===== config.mk =====
export PLATFORM = sky130hd
export DESIGN_NAME = unsigned_integer_text_parser
export DESIGN_NICKNAME = d
export VERILOG_FILES = /design/src/hdl/uitp_pkg.sv /design/src/hdl/unsigned_integer_text_parser.sv
export SDC_FILE = /design/constraint.sdc
export NUM_CORES = 1
export LEC_CHECK = 0
export ABC_AREA = 1
export ABC_CLOCK_PERIOD_IN_PS = 7700
export BUFFER_PORTS_ARGS = -buffer_cell sky130_fd_sc_hd__buf_2
export CORE_ASPECT_RATIO = 1.2
export CORE_UTILIZATION = 51
export CTS_BUF_LIST = sky130_fd_sc_hd__clkbuf_8
export CTS_CLUSTER_SIZE = 40
export DETAILED_ROUTE_END_ITERATION = 8
export PLACE_DENSITY = 0.77
export SETUP_SLACK_MARGIN = 0.3
export SYNTH_ARGS = -nofsm -noshare
export SYNTH_HDL_FRONTEND = slang
export SYNTH_SLANG_ARGS = --single-unit

===== constraint.sdc =====
create_clock -name clk_i -period 7.7 [get_ports clk_i]
set_clock_uncertainty 0.15 [all_clocks]
set_input_delay 2.31 -clock clk_i [delete_from_list [all_inputs] [get_ports clk_i]]
set_output_delay 2.31 -clock clk_i [all_outputs]
set_load 0.02 [all_outputs]

===== src/hdl/uitp_pkg.sv =====
// ----------------------------------------------------------------------------
// uitp_pkg: shared types and constants of the unsigned integer text parser
// Beat structs for both channels, the parse phase encoding and the character
// and radix constants.
// ----------------------------------------------------------------------------
package uitp_pkg;

  localparam int unsigned BASE_W           = 6;
  localparam int unsigned OFFSET_BITS_DEF  = 16;
  localparam int unsigned VALUE_W          = 64;
  localparam int unsigned END_OFFSET_W     = 16;

  localparam logic [7:0] CH_ZERO     = 8'h30;
  localparam logic [7:0] CH_NINE     = 8'h39;
  localparam logic [7:0] CH_LOWER_A  = 8'h61;
  localparam logic [7:0] CH_LOWER_F  = 8'h66;
  localparam logic [7:0] CH_UPPER_A  = 8'h41;
  localparam logic [7:0] CH_UPPER_F  = 8'h46;
  localparam logic [7:0] CH_LOWER_X  = 8'h78;
  localparam logic [7:0] CASE_BIT    = 8'h20;

  localparam logic [BASE_W-1:0] BASE_AUTO = 6'd0;
  localparam logic [BASE_W-1:0] BASE_OCT  = 6'd8;
  localparam logic [BASE_W-1:0] BASE_DEC  = 6'd10;
  localparam logic [BASE_W-1:0] BASE_HEX  = 6'd16;

  typedef enum logic [4:0] {
    PH_IDLE      = 5'b00001,
    PH_DIGITS    = 5'b00010,
    PH_ZERO_AUTO = 5'b00100,
    PH_ZERO_HEX  = 5'b01000,
    PH_X_AUTO    = 5'b10000
  } parse_phase_e;

  typedef struct packed {
    logic [7:0] char_byte;
    logic       string_start;
  } in_beat_t;

  typedef struct packed {
    logic [VALUE_W-1:0]      parsed_value;
    logic [END_OFFSET_W-1:0] end_offset;
  } out_beat_t;

endpackage


===== src/hdl/unsigned_integer_text_parser.sv =====
// ----------------------------------------------------------------------------
// unsigned_integer_text_parser: streaming unsigned integer parser
// Parses one character per beat into a 64-bit value, with auto radix detect.
// ----------------------------------------------------------------------------
//
//  channel | direction | handshake            | payload
//  --------+-----------+----------------------+-------------------------------
//  in      | sink      | in_valid_i/in_stall_o | char_byte, string_start
//  out     | source    | out_valid_o/out_stall_i | parsed_value, end_offset
//  cfg     | sink      | cfg_we_i              | number_base (6 bits)
//
// One character per cycle sustained while the input is not stalled. A beat is
// first held in the input register; as it moves on, the multiply-add updates
// the accumulator and, when the beat ends the string, the result register is
// loaded, where the result waits until the output takes it.
// The rate is set by the accumulator loop: one 64x6 multiply plus digit add
// per cycle.
// Reset (rst_ni low, async) empties both registers and parks the parser idle.
// An input stall only arises while a result waits on a stalled output and the
// beat in the input register would stop the parse; other beats flow on.
// number_base is sampled at each string start.

module unsigned_integer_text_parser #(
  parameter int unsigned OFFSET_BITS = uitp_pkg::OFFSET_BITS_DEF
) (
  input  logic                          clk_i,
  input  logic                          rst_ni,
  input  logic                          in_valid_i,
  output logic                          in_stall_o,
  input  uitp_pkg::in_beat_t            in_data_i,
  output logic                          out_valid_o,
  input  logic                          out_stall_i,
  output uitp_pkg::out_beat_t           out_data_o,
  input  logic                          cfg_we_i,
  input  logic [uitp_pkg::BASE_W-1:0]   cfg_wdata_i
);

  import uitp_pkg::*;

  localparam logic [OFFSET_BITS-1:0] CNT_MAX = '1;

  // Registers
  logic                   in_valid_q;
  in_beat_t               in_q;
  logic [BASE_W-1:0]      cfg_base_q;
  parse_phase_e           ph_q, ph_d;
  logic [BASE_W-1:0]      base_q, base_d;
  logic [VALUE_W-1:0]     acc_q, acc_d;
  logic [OFFSET_BITS-1:0] cnt_q, cnt_d;
  logic                   out_valid_q;
  out_beat_t              out_q;

  // Datapath
  logic [7:0]             ch;
  logic                   start;
  logic                   is_hex, is_x, take, stop;
  logic [3:0]             dig;
  logic [7:0]             dig_wide;
  logic [BASE_W-1:0]      base_w;
  logic [VALUE_W-1:0]     acc_w;
  logic [OFFSET_BITS-1:0] cnt_w;
  logic                   slot_free, fire;
  logic [31:0]            cnt_ext;

  function automatic logic [OFFSET_BITS-1:0] sat_inc(input logic [OFFSET_BITS-1:0] c);
    sat_inc = (c == CNT_MAX) ? c : c + 1'b1;
  endfunction

  assign ch    = in_q.char_byte;
  assign start = in_q.string_start;

  // Character classes
  always_comb begin
    is_hex   = (ch inside {[CH_ZERO:CH_NINE], [CH_LOWER_A:CH_LOWER_F],
                           [CH_UPPER_A:CH_UPPER_F]});
    is_x     = ((ch | CASE_BIT) == CH_LOWER_X);
    dig_wide = (ch inside {[CH_ZERO:CH_NINE]}) ? (ch - CH_ZERO)
                                               : ((ch | CASE_BIT) - CH_LOWER_A + 8'd10);
    dig      = dig_wide[3:0];
  end

  // Parse step: pick the working base/value/count, then take a digit, move
  // through the 0/0x prefix, or stop and hand out a result.
  always_comb begin
    base_w = base_q;
    acc_w  = acc_q;
    cnt_w  = cnt_q;
    ph_d   = ph_q;
    take   = 1'b0;
    stop   = 1'b0;

    if (start) begin
      acc_w  = '0;
      cnt_w  = '0;
      base_w = (cfg_base_q == BASE_AUTO) ? BASE_DEC : cfg_base_q;
      if (cfg_base_q == BASE_AUTO && ch == CH_ZERO) begin
        base_w = BASE_OCT;
        cnt_w  = sat_inc('0);
        ph_d   = PH_ZERO_AUTO;
      end else if (cfg_base_q == BASE_HEX && ch == CH_ZERO) begin
        cnt_w  = sat_inc('0);
        ph_d   = PH_ZERO_HEX;
      end else begin
        take   = 1'b1;
      end
    end else begin
      case (ph_q)
        PH_DIGITS: take = 1'b1;
        PH_ZERO_AUTO: begin
          if (is_x) ph_d = PH_X_AUTO;
          else      take = 1'b1;
        end
        PH_ZERO_HEX: begin
          if (is_x) begin
            cnt_w = sat_inc(cnt_q);
            ph_d  = PH_DIGITS;
          end else begin
            take  = 1'b1;
          end
        end
        PH_X_AUTO: begin
          // "0x" plus a hex digit: the x counts, then the digit goes in.
          if (is_hex) begin
            base_w = BASE_HEX;
            cnt_w  = sat_inc(cnt_q);
            take   = 1'b1;
          end else begin
            stop   = 1'b1;
          end
        end
        default: ;
      endcase
    end

    acc_d  = acc_w;
    cnt_d  = cnt_w;
    base_d = base_w;
    if (take) begin
      if (is_hex && (BASE_W'(dig) < base_w)) begin
        acc_d = acc_w * VALUE_W'(base_w) + VALUE_W'(dig);
        cnt_d = sat_inc(cnt_w);
        ph_d  = PH_DIGITS;
      end else begin
        stop  = 1'b1;
      end
    end
    if (stop) ph_d = PH_IDLE;
  end

  // Handshake: the beat in the input register moves on unless it would stop
  // the parse while the result register is still held.
  assign slot_free  = !out_valid_q || !out_stall_i;
  assign fire       = in_valid_q && (!stop || slot_free);
  assign in_stall_o = in_valid_q && !fire;

  always_ff @(posedge clk_i or negedge rst_ni) begin
    if (!rst_ni) begin
      in_valid_q <= 1'b0;
    end else if (!in_stall_o) begin
      in_valid_q <= in_valid_i;
    end
  end

  always_ff @(posedge clk_i) begin
    if (!in_stall_o && in_valid_i) begin
      in_q <= in_data_i;
    end
  end

  always_ff @(posedge clk_i or negedge rst_ni) begin
    if (!rst_ni) begin
      cfg_base_q <= BASE_AUTO;
    end else if (cfg_we_i) begin
      cfg_base_q <= cfg_wdata_i;
    end
  end

  always_ff @(posedge clk_i or negedge rst_ni) begin
    if (!rst_ni) begin
      ph_q <= PH_IDLE;
    end else if (fire) begin
      ph_q <= ph_d;
    end
  end

  // Parse datapath; every string start reloads it.
  always_ff @(posedge clk_i) begin
    if (fire) begin
      base_q <= base_d;
      acc_q  <= acc_d;
      cnt_q  <= cnt_d;
    end
  end

  assign cnt_ext = 32'(cnt_w);

  always_ff @(posedge clk_i or negedge rst_ni) begin
    if (!rst_ni) begin
      out_valid_q <= 1'b0;
    end else if (fire && stop) begin
      out_valid_q <= 1'b1;
    end else if (!out_stall_i) begin
      out_valid_q <= 1'b0;
    end
  end

  always_ff @(posedge clk_i) begin
    if (fire && stop) begin
      out_q.parsed_value <= acc_w;
      out_q.end_offset   <= cnt_ext[END_OFFSET_W-1:0];
    end
  end

  assign out_valid_o = out_valid_q;
  assign out_data_o  = out_q;

endmodule


; Word level (Yosys, flattened, before mapping)
; Index checks and enable logic that the tools add are counted.
[op_classes]
add_sub_neg = 6
n_mul = 1
order_cmp = 7
eq_ne = 10
muxes = 41
reduce_logical = 20
[ops]
columns = operator, n
row1 = 64-bit 2-to-1 mux, 3
row2 = 16-bit 2-to-1 mux, 7
row3 = 64-bit by 4-bit adder with 64-bit output, 1
row4 = 64-bit by 6-bit multiplier with 64-bit output, 1
row5 = 5-bit 2-to-1 mux, 8
row6 = 16-bit by 1-bit adder with 16-bit output (second input constant), 2
row7 = 16-bit == test (second input constant), 2
row8 = 16-bit case mux with 2 select lines, 1
row9 = 6-bit 2-to-1 mux, 5
row10 = 8-bit by 7-bit >= comparator with 1-bit output (second input constant), 2
row11 = 8-bit by 7-bit less-or-equal comparator with 1-bit output (second input constant), 2
row12 = 1-bit 2-to-1 mux, 14
row13 = 1-bit logical AND, 10
row14 = 5-bit case mux with 2 select lines, 1
row15 = 8-bit by 6-bit == test with 1-bit output (second input constant), 1
row16 = 8-bit by 6-bit >= comparator with 1-bit output (second input constant), 1
row17 = 8-bit by 6-bit less-or-equal comparator with 1-bit output (second input constant), 1
row18 = 4-bit by 1-bit subtractor with 4-bit output (second input constant), 2
row19 = 7-bit by 6-bit == test with 1-bit output (second input constant), 1
row20 = 6-bit by 5-bit == test with 1-bit output (second input constant), 1
row21 = 6-bit zero test, 1
row22 = 4-bit by 6-bit less-than comparator with 1-bit output, 1
row23 = 5-bit by 2-bit == test with 1-bit output (second input constant), 1
row24 = 5-bit by 3-bit == test with 1-bit output (second input constant), 1
row25 = other kinds (10), 15
[word_totals]
regBits = 188
elab_cells = 96

; Depth between registers and ports, before layout
; Gate-level depths: netlist (run 1).
[depth]
word_depth = 17
mapped_depth = 33
depth_no_buf = 31

; Least setup slack after synthesis (run 1)
; OpenSTA, ideal clock, no wires.
[synth_path]
kind = reg2reg
startpoint = register in_q, in the netlist ch[0]
endpoint = register acc_q[53], data pin
setup_ps = 264
arrival_ps = 5560
required_ps = 7286
setup_slack_ps = 1726
stages_incl_launch_ff = 32
path_buffers = 3
period_less_slack_ps = 5974
cell_sequence = edfxtp_1 -> inv_1 -> ha_1 -> o21ai_2 -> nand2_1 -> nand2_4 -> nand2_4 -> nand2_4 -> nand2_1 -> nand2_1 -> buf_2 -> inv_1 -> clkbuf_1 -> buf_1 -> nor2_1 -> fa_1 -> fa_1 -> fa_1 -> ha_1 -> ha_1 -> nand2_1 -> nor2_1 -> inv_1 -> nor2_1 -> inv_1 -> nor3_1 -> nand3_1 -> nand3_1 -> a21o_1 -> nand2_1 -> a21boi_0 -> o22ai_1
[synth_between]
elab_chain_cells = 10
[synth_rtl]
columns = item, line_no
row1 = start: declaration, unsigned_integer_text_parser.sv:44  ; in_beat_t in_q;
row2 = start signal: assignment, unsigned_integer_text_parser.sv:166  ; in_q <= in_data_i;
row3 = 8-bit by 6-bit >= comparator with 1-bit output (tied with other cells), unsigned_integer_text_parser.sv:74  ; is_hex = (ch inside {[CH_ZERO:CH_NINE], [CH_LOWER_A:CH_LOWER_F],
row4 = 1-bit logical AND, unsigned_integer_text_parser.sv:74
row5 = 3-bit nonzero test, unsigned_integer_text_parser.sv:74
row6 = 6-bit 2-to-1 mux, unsigned_integer_text_parser.sv:123  ; if (is_hex) begin
row7 = 6-bit 2-to-1 mux, unsigned_integer_text_parser.sv:107  ; case (ph_q)
row8 = 6-bit 2-to-1 mux *, unsigned_integer_text_parser.sv:92  ; if (start) begin
row9 = named net base_d[0], unsigned_integer_text_parser.sv:47  ; logic [BASE_W-1:0] base_q, base_d;
row10 = 64-bit by 6-bit multiplier with 64-bit output / 4-bit by 6-bit less-than comparator with 1-bit output (equally long branches), "unsigned_integer_text_parser.sv:140, unsigned_integer_text_parser.sv:139"
row11 = 64-bit by 4-bit adder with 64-bit output / 1-bit logical AND (equally long branches), "unsigned_integer_text_parser.sv:140, unsigned_integer_text_parser.sv:139"
row12 = 64-bit 2-to-1 mux *, unsigned_integer_text_parser.sv:139  ; if (is_hex && (BASE_W'(dig) < base_w)) begin
row13 = 64-bit 2-to-1 mux *, unsigned_integer_text_parser.sv:138  ; if (take) begin
row14 = named net acc_d[53], unsigned_integer_text_parser.sv:48  ; logic [VALUE_W-1:0] acc_q, acc_d;
row15 = end signal: assignment, unsigned_integer_text_parser.sv:190  ; acc_q <= acc_d;
row16 = end: declaration, unsigned_integer_text_parser.sv:48
; Mark *: on every way through the listed nets, which the timed path passes. The rest lies on a longest branch.
; A chain may end at the register's enable or synchronous reset.

; Worst setup path in the final report (run 1)
[layout_path]
startpoint = register in_q, in the netlist ch[0]
endpoint = register acc_q[40], data pin
[layout_between]
elab_chain_cells = 10
[layout_rtl]
columns = item, line_no
row1 = 8-bit by 6-bit >= comparator with 1-bit output (tied with other cells), "unsigned_integer_text_parser.sv:74, unsigned_integer_text_parser.sv:77"
row2 = 1-bit logical AND (on tied branches), "unsigned_integer_text_parser.sv:74, unsigned_integer_text_parser.sv:77"
row3 = 3-bit nonzero test, unsigned_integer_text_parser.sv:74
row4 = 6-bit 2-to-1 mux, unsigned_integer_text_parser.sv:123
row5 = 6-bit 2-to-1 mux, unsigned_integer_text_parser.sv:107
row6 = 6-bit 2-to-1 mux, unsigned_integer_text_parser.sv:92
row7 = 64-bit by 6-bit multiplier with 64-bit output / 4-bit by 6-bit less-than comparator with 1-bit output (equally long branches), "unsigned_integer_text_parser.sv:140, unsigned_integer_text_parser.sv:139"
row8 = 64-bit by 4-bit adder with 64-bit output / 1-bit logical AND (equally long branches), "unsigned_integer_text_parser.sv:140, unsigned_integer_text_parser.sv:139"
row9 = 64-bit 2-to-1 mux, unsigned_integer_text_parser.sv:139
row10 = 64-bit 2-to-1 mux *, unsigned_integer_text_parser.sv:138
row11 = named net acc_d[40], unsigned_integer_text_parser.sv:48
; Marks and branches as above.

==> qor.csv, run 1 <==
metric;value;unit
run status;completed;
DR WL met2;29.3;mm
area share of the largest cell type after synthesis;24.5;%
Die X;189;um
Clock Pin Slew Worst Setup and Hold Paths;0.11;ns
synthesized instance count;2639;
CP Buf/Inv Count;4;
setup ws final;0.651;ns
CTS tree;done;
CP Class;register to register;
worst rel slew slack;36.1;%
fin crit share;91.5;%
GRT Total Usage;28.1;%
ys flop type;edfxtp_1;
CP Capture Type;register;
largest net degree at the start of global routing;71;
Placer Congestion;0.977;
Netlist cell types;58;
Net Switching;2.09;mW
Worst EP required;7.83;ns
antenna cells;0;
EDFF count, synth;175;
area delta synth->final;6.69;%
commonest non-fill, non-tap cells in the layout;nor2_1, nand2_1, inv_1;
Post-Syn Area;21400;um2
ys async rst share;6.91;%
Buffers on Ports;101;
Final Critical Period;7.05;ns
Clock Latency Late Sink;0.56;ns
WL/cell;17.6;um
drt initial violations;1303;
CP max stage delay;0.52;ns
data arrival time of the worst path;7.18;ns
Hold-fix buffers, CTS;0;
vias in the first global route;18700;
Achievable Freq;142;MHz
yosys warns;0;
worst-margin pin slew;0.958;ns
Max Used Layer;met4;
Nets;3101;
die area;42800;um2
switching part of the total;46.0;%
CORE AREA;41000;um2
boundary pin count;102;
CP delay by family, top;adder cells;
CP max-delay cell;fa_1;
crit start category;register;
synth top area cells;edfxtp_1, fa_1, nor2_1, ha_1, nand2_1;
Num CTS Buffers;17;
Initial Util;52.2;%
Slew Limit Fails;0;
die height;227;um
Setup WS pre-CTS;0.332;ns
clk sink count;188;
# setup viols final;0;
# DRC;0;
detailed-route via count;17900;
biggest area consumer among synthesized cells;edfxtp_1;
Seq/Total Area, Yosys;26.1;%
CTS Buffer Depth;2;
final-layout fill cell count;3798;
setup TNS;0;ns
grt ovf;0;
first-pass GRT wire length;94.3;mm
Routed WL;57.4;mm
Comb power frac;54.4;%
most common cell after layout, fill and taps aside;nor2_1;
synthesized flop and latch total;188;
met1 WL;23.3;mm
DR pass1 iterations;8;
wire length on met3;2.77;mm
internal power;2.45;mW
Reg power frac;29.7;%
peak supply drop;0.000135;V
Via density;5.51;
RSZ-0062 raised after global routing;no;
Clk pwr share;16.0;%
initial antenna violation count;0;
Hold Fails Final Rpt;0;
htree depth;4;
hold crit path type;register to register;
leak pwr;11.1;nW
Row Count;81;
post-DP HPWL;45.2;mm
max_cap viols;0;
Max FO, Critical Path;20;
share of cells above drive strength 1;8.39;%
Root Driver;clkbuf_8;
Routed Antenna Nets;0;
Syn Area/Cell;8.12;um2
Synthesized Nets;3036;
Power Density;198;nW/um2
per-stage QoR:
step / area, um2 / hold slack, ns / utilization, % / total power [mW] / cells
2_1_floorplan: 21400 / 0.314 / - / 3.14 / 2639
3_3_place_gp: 22400 / 0.350 / 54.6 / 3.76 / 3224
3_5_place_dp: 22400 / 0.357 / 54.6 / 3.80 / 3224
4_1_cts: 22800 / 0.374 / 55.6 / 4.55 / 3256
5_1_grt: 22900 / 0.393 / 55.7 / 4.92 / 3256
6_report: 22900 / 0.376 / 55.7 / 4.53 / 3256
area by class of cell:
cell class / count / area [um2] / share of cell area, %
multi-input cells: 1980 / 14000 / 61.4
clock inverters: 15 / 174 / 0.761
flip-flops and latches: 188 / 5580 / 24.4
inverters: 394 / 1490 / 6.50
well taps: 539 / 674 / 2.95
clock buffers: 17 / 234 / 1.02
repair buffers: 123 / 683 / 2.99
Yosys cell counts, types with 2 or more instances:
master     instances
nand3_2            5
clkbuf_1          27
a31oi_1           13
o21bai_1           9
nor3_1            15
o31ai_1            4
nand2_1          425
a21o_1            14
nand2_4            6
inv_2             10
o22ai_1            3
buf_4              6
nor2_4             9
o21ai_0          117
nand3b_1           5
nand2_2           14
clkinv_1           2
xnor2_1           24
fa_1             238
a21oi_1          132
buf_1             23
o211ai_1           5
o2111ai_1          2
nand4_1           37
nand3_1           95
o21a_1             8
nor2_2            10
o21ai_1            7
nor4_1             3
ha_1             139
mux2i_1            2
dfrtp_1           12
inv_1            380
nor2_1           575
and3_1             4
edfxtp_1         175
clkbuf_2           3
a21boi_0           5
a211oi_1           2
buf_6              6
xor2_1            40
buf_2             12
cells by family after synthesis:
| logic type | count (synthesis) | share of synthesized area, % |
|---|---|---|
| mux | 2 | 0.0935 |
| simple gates | 1208 | 23.6 |
| flops | 188 | 26.1 |
| compound gates | 329 | 8.59 |
| xor+xnor | 64 | 2.62 |
| fa+ha+maj | 377 | 30.4 |
| buf+inv | 471 | 8.67 |
power by group through the flow:
stage	combinational (mW)	clock (mW)	sequential (mW)
after floorplan	1.75	0	1.40
after global placement	2.40	0	1.36
after detailed placement	2.44	0	1.36
after CTS	2.47	0.745	1.34
after global routing	2.79	0.774	1.36
final	2.46	0.725	1.34
registers in the layout (all words and copies together), names as in the netlist:
signal / flops
out_data_o: 80
acc_q: 64
cnt_q: 16
ch: 8
base_q: 6
cfg_base_q: 6
ph_q: 5
in_valid_q: 1
out_valid_o: 1
start: 1
per-layer routing:
layer  vias to the layer above  track usage, %
met4                         0            12.4
met1                      8668            34.0
li1                       8526               -
met3                       132            3.68
met2                       607            50.0
met5                         -               0
worst register-to-register path, delay by kind of cell (launching register included):
family          cells  cell delay [ns]
compound gates      4             0.80
xor+xnor            1             0.08
fa+ha+maj           6             2.46
buf+inv             4             0.93
flops               1             0.39
simple gates       13             1.97
path summary, 6_finish.rpt:
| kind | startpoint | end | slack (ns) | cells past startpoint |
|---|---|---|---|---|
| max | ch[0] | acc_q[40] | 0.65 | 28 |
| min | ph_q[0] | ph_q[0] | 0.38 | 2 |
| max reg2reg | ch[0] | acc_q[40] | 0.65 | 28 |
| min reg2reg | ph_q[0] | ph_q[0] | 0.38 | 2 |
| max in group asynchronous | rst_ni | ph_q[0] | 5.63 | 1 |
| min in group asynchronous | rst_ni | ph_q[4] | 1.49 | 1 |
timing repair:
action	in CTS	in global routing
resized for setup	0	10
buffers inserted	0	0
setup endpoints to repair	0	21
No activity file was read; power rests on OpenSTA's default activity.
==> inputs of run 2 (changes only) <==
Settings changed: CELL_PAD_IN_SITES_DETAIL_PLACEMENT set to 0, CELL_PAD_IN_SITES_GLOBAL_PLACEMENT set to 1, CORE_UTILIZATION 51 to 49, CTS_CLUSTER_DIAMETER set to 60, PLACE_DENSITY 0.77 to 0.92.
==> qor.csv, run 2 (synthesized netlist as in run 1, its figures left out) <==
metric;value;unit
Row Count;83;
peak supply drop;0.000127;V
Hold-fix buffers, CTS;0;
internal power;2.44;mW
CTS Buffer Depth;2;
run status;finished, violations left;
Achievable Freq;142;MHz
# setup viols final;0;
Final Non-Filler Cells;3268;
Reg power frac;29.7;%
largest net degree at the start of global routing;61;
data arrival time of the worst path;7.21;ns
CORE AREA;43000;um2
grt ovf;0;
Num CTS Buffers;17;
WL/cell;18.4;um
max_cap viols;0;
CP max stage delay;0.59;ns
Root Driver;clkbuf_8;
CTS tree;done;
vias in the first global route;18800;
Cell Count Post-Placement;3238;
detailed-route via count;18000;
Routed WL;60.0;mm
die height;231;um
Slew Limit Fails;0;
Max FO, Critical Path;22;
CP Class;register to register;
Power Density;198;nW/um2
die area;44600;um2
worst rel slew slack;34.7;%
fin crit share;91.6;%
Initial Util;49.8;%
Via density;5.51;
initial antenna violation count;1;
drt initial violations;1148;
Setup WS pre-CTS;0.250;ns
DR pass1 iterations;9;
Buffers on Ports;101;
CP max-delay cell;fa_1;
worst-margin pin slew;0.980;ns
GRT Total Usage;28.3;%
Clock Pin Slew Worst Setup and Hold Paths;0.09;ns
first-pass GRT wire length;97.3;mm
Clk pwr share;15.8;%
Routed Antenna Nets;0;
RSZ-0062 raised after global routing;yes;
Die X;193;um
Hold Fails Final Rpt;0;
commonest non-fill, non-tap cells in the layout;nor2_1, nand2_1, inv_1;
area delta synth->final;6.68;%
CP Capture Type;register;
antenna cells;0;
Comb power frac;54.5;%
Worst EP required;7.86;ns
failing checks;design-rule violations;
Net Switching;2.09;mW
most common cell after layout, fill and taps aside;nor2_1;
leak pwr;11.1;nW
Clock Latency Late Sink;0.56;ns
share of cells above drive strength 1;8.28;%
Top cell by count, worst path;nand2_1;
crit start category;register;
Nets;3102;
Final Critical Period;7.05;ns
PnR Total Power;4.53;mW
boundary pin count;102;
# DRC;11;
setup TNS;0;ns
switching part of the total;46.2;%
htree depth;4;
setup ws final;0.649;ns
max FFs per register;80;
clk sink count;188;
post-DP HPWL;47.5;mm
Post-CTS Setup Repair Bufs;0;
Placer Congestion;0.975;
hold crit path type;register to register;
run 2: cell types whose count changed in the layout (fill, tap and decap cells not counted), sizes merged:
cell / previous run / this run
buf: 123 / 124
inv: 391 / 389
clkinvlp: 2 / 3
clkinv: 13 / 12
run 2: routing by layer:
layer | track usage [%] | wire (um) | part of all wire, %
met3 | 3.51 | 2990 | 5.0
met2 | 49.5 | 30400 | 51
met1 | 34.8 | 24300 | 41
met4 | 12.3 | 2250 | 3.7
met5 | 0 | 13 | 0.022
run 2: cell type report:
cell class                      count  area [um2]
Timing Repair Buffer              124         686
Tap cell                          552         691
Sequential cell                   188        5580
Clock buffer                       17         234
Fill cell                        4163       20100
Inverter                          394        1490
Clock inverter                     13         151
Multi-Input combinational cell   1980       14000
run 2: power groups by stage:
stage          Clock [mW]  Combinational (mW)  Sequential, mW
6_report            0.714                2.47            1.35
4_1_cts             0.731                2.47            1.35
5_1_grt             0.762                2.79            1.36
2_1_floorplan           0                1.75            1.40
3_3_place_gp            0                2.40            1.37
3_5_place_dp            0                2.44            1.37
run 2: worst paths after layout:
| path | from | endpoint | slack [ns] | depth (start not counted) |
|---|---|---|---|---|
| worst max-delay path | ch[1] | acc_q[55] | 0.65 | 29 |
| worst min-delay path | ph_q[2] | ph_q[2] | 0.38 | 2 |
| worst max register to register | ch[1] | acc_q[55] | 0.65 | 29 |
| worst min register to register | ph_q[2] | ph_q[2] | 0.38 | 2 |
| max in group asynchronous | rst_ni | ph_q[0] | 5.63 | 1 |
| min in group asynchronous | rst_ni | ph_q[1] | 1.49 | 1 |
run 2: per-stage QoR:
stage          hold slack [ns]  area, um2  util [%]
3_3_place_gp             0.346      22400      52.2
3_5_place_dp             0.356      22400      52.2
6_report                 0.381      22900      53.2
2_1_floorplan            0.314      21400         -
4_1_cts                  0.385      22800      53.1
5_1_grt                  0.429      22900      53.2
run 2: critical path, delay by kind of cell (launching register included):
family | cells | cell delay [ns]
xor gates and xnor gates | 1 | 0.17
adders and majority gates | 6 | 2.45
and+or+nand+nor | 12 | 1.62
buffers and inverters | 4 | 0.80
DFF | 1 | 0.46
AOI/OAI and AO/OA | 6 | 1.14
run 2: what timing repair did:
| item | 4_1_cts | 5_1_grt |
|---|---|---|
| resized for setup | 1 | 15 |
| cloned | 0 | 0 |
| endpoints found under the setup margin | 1 | 30 |
| pin swaps | 0 | 0 |
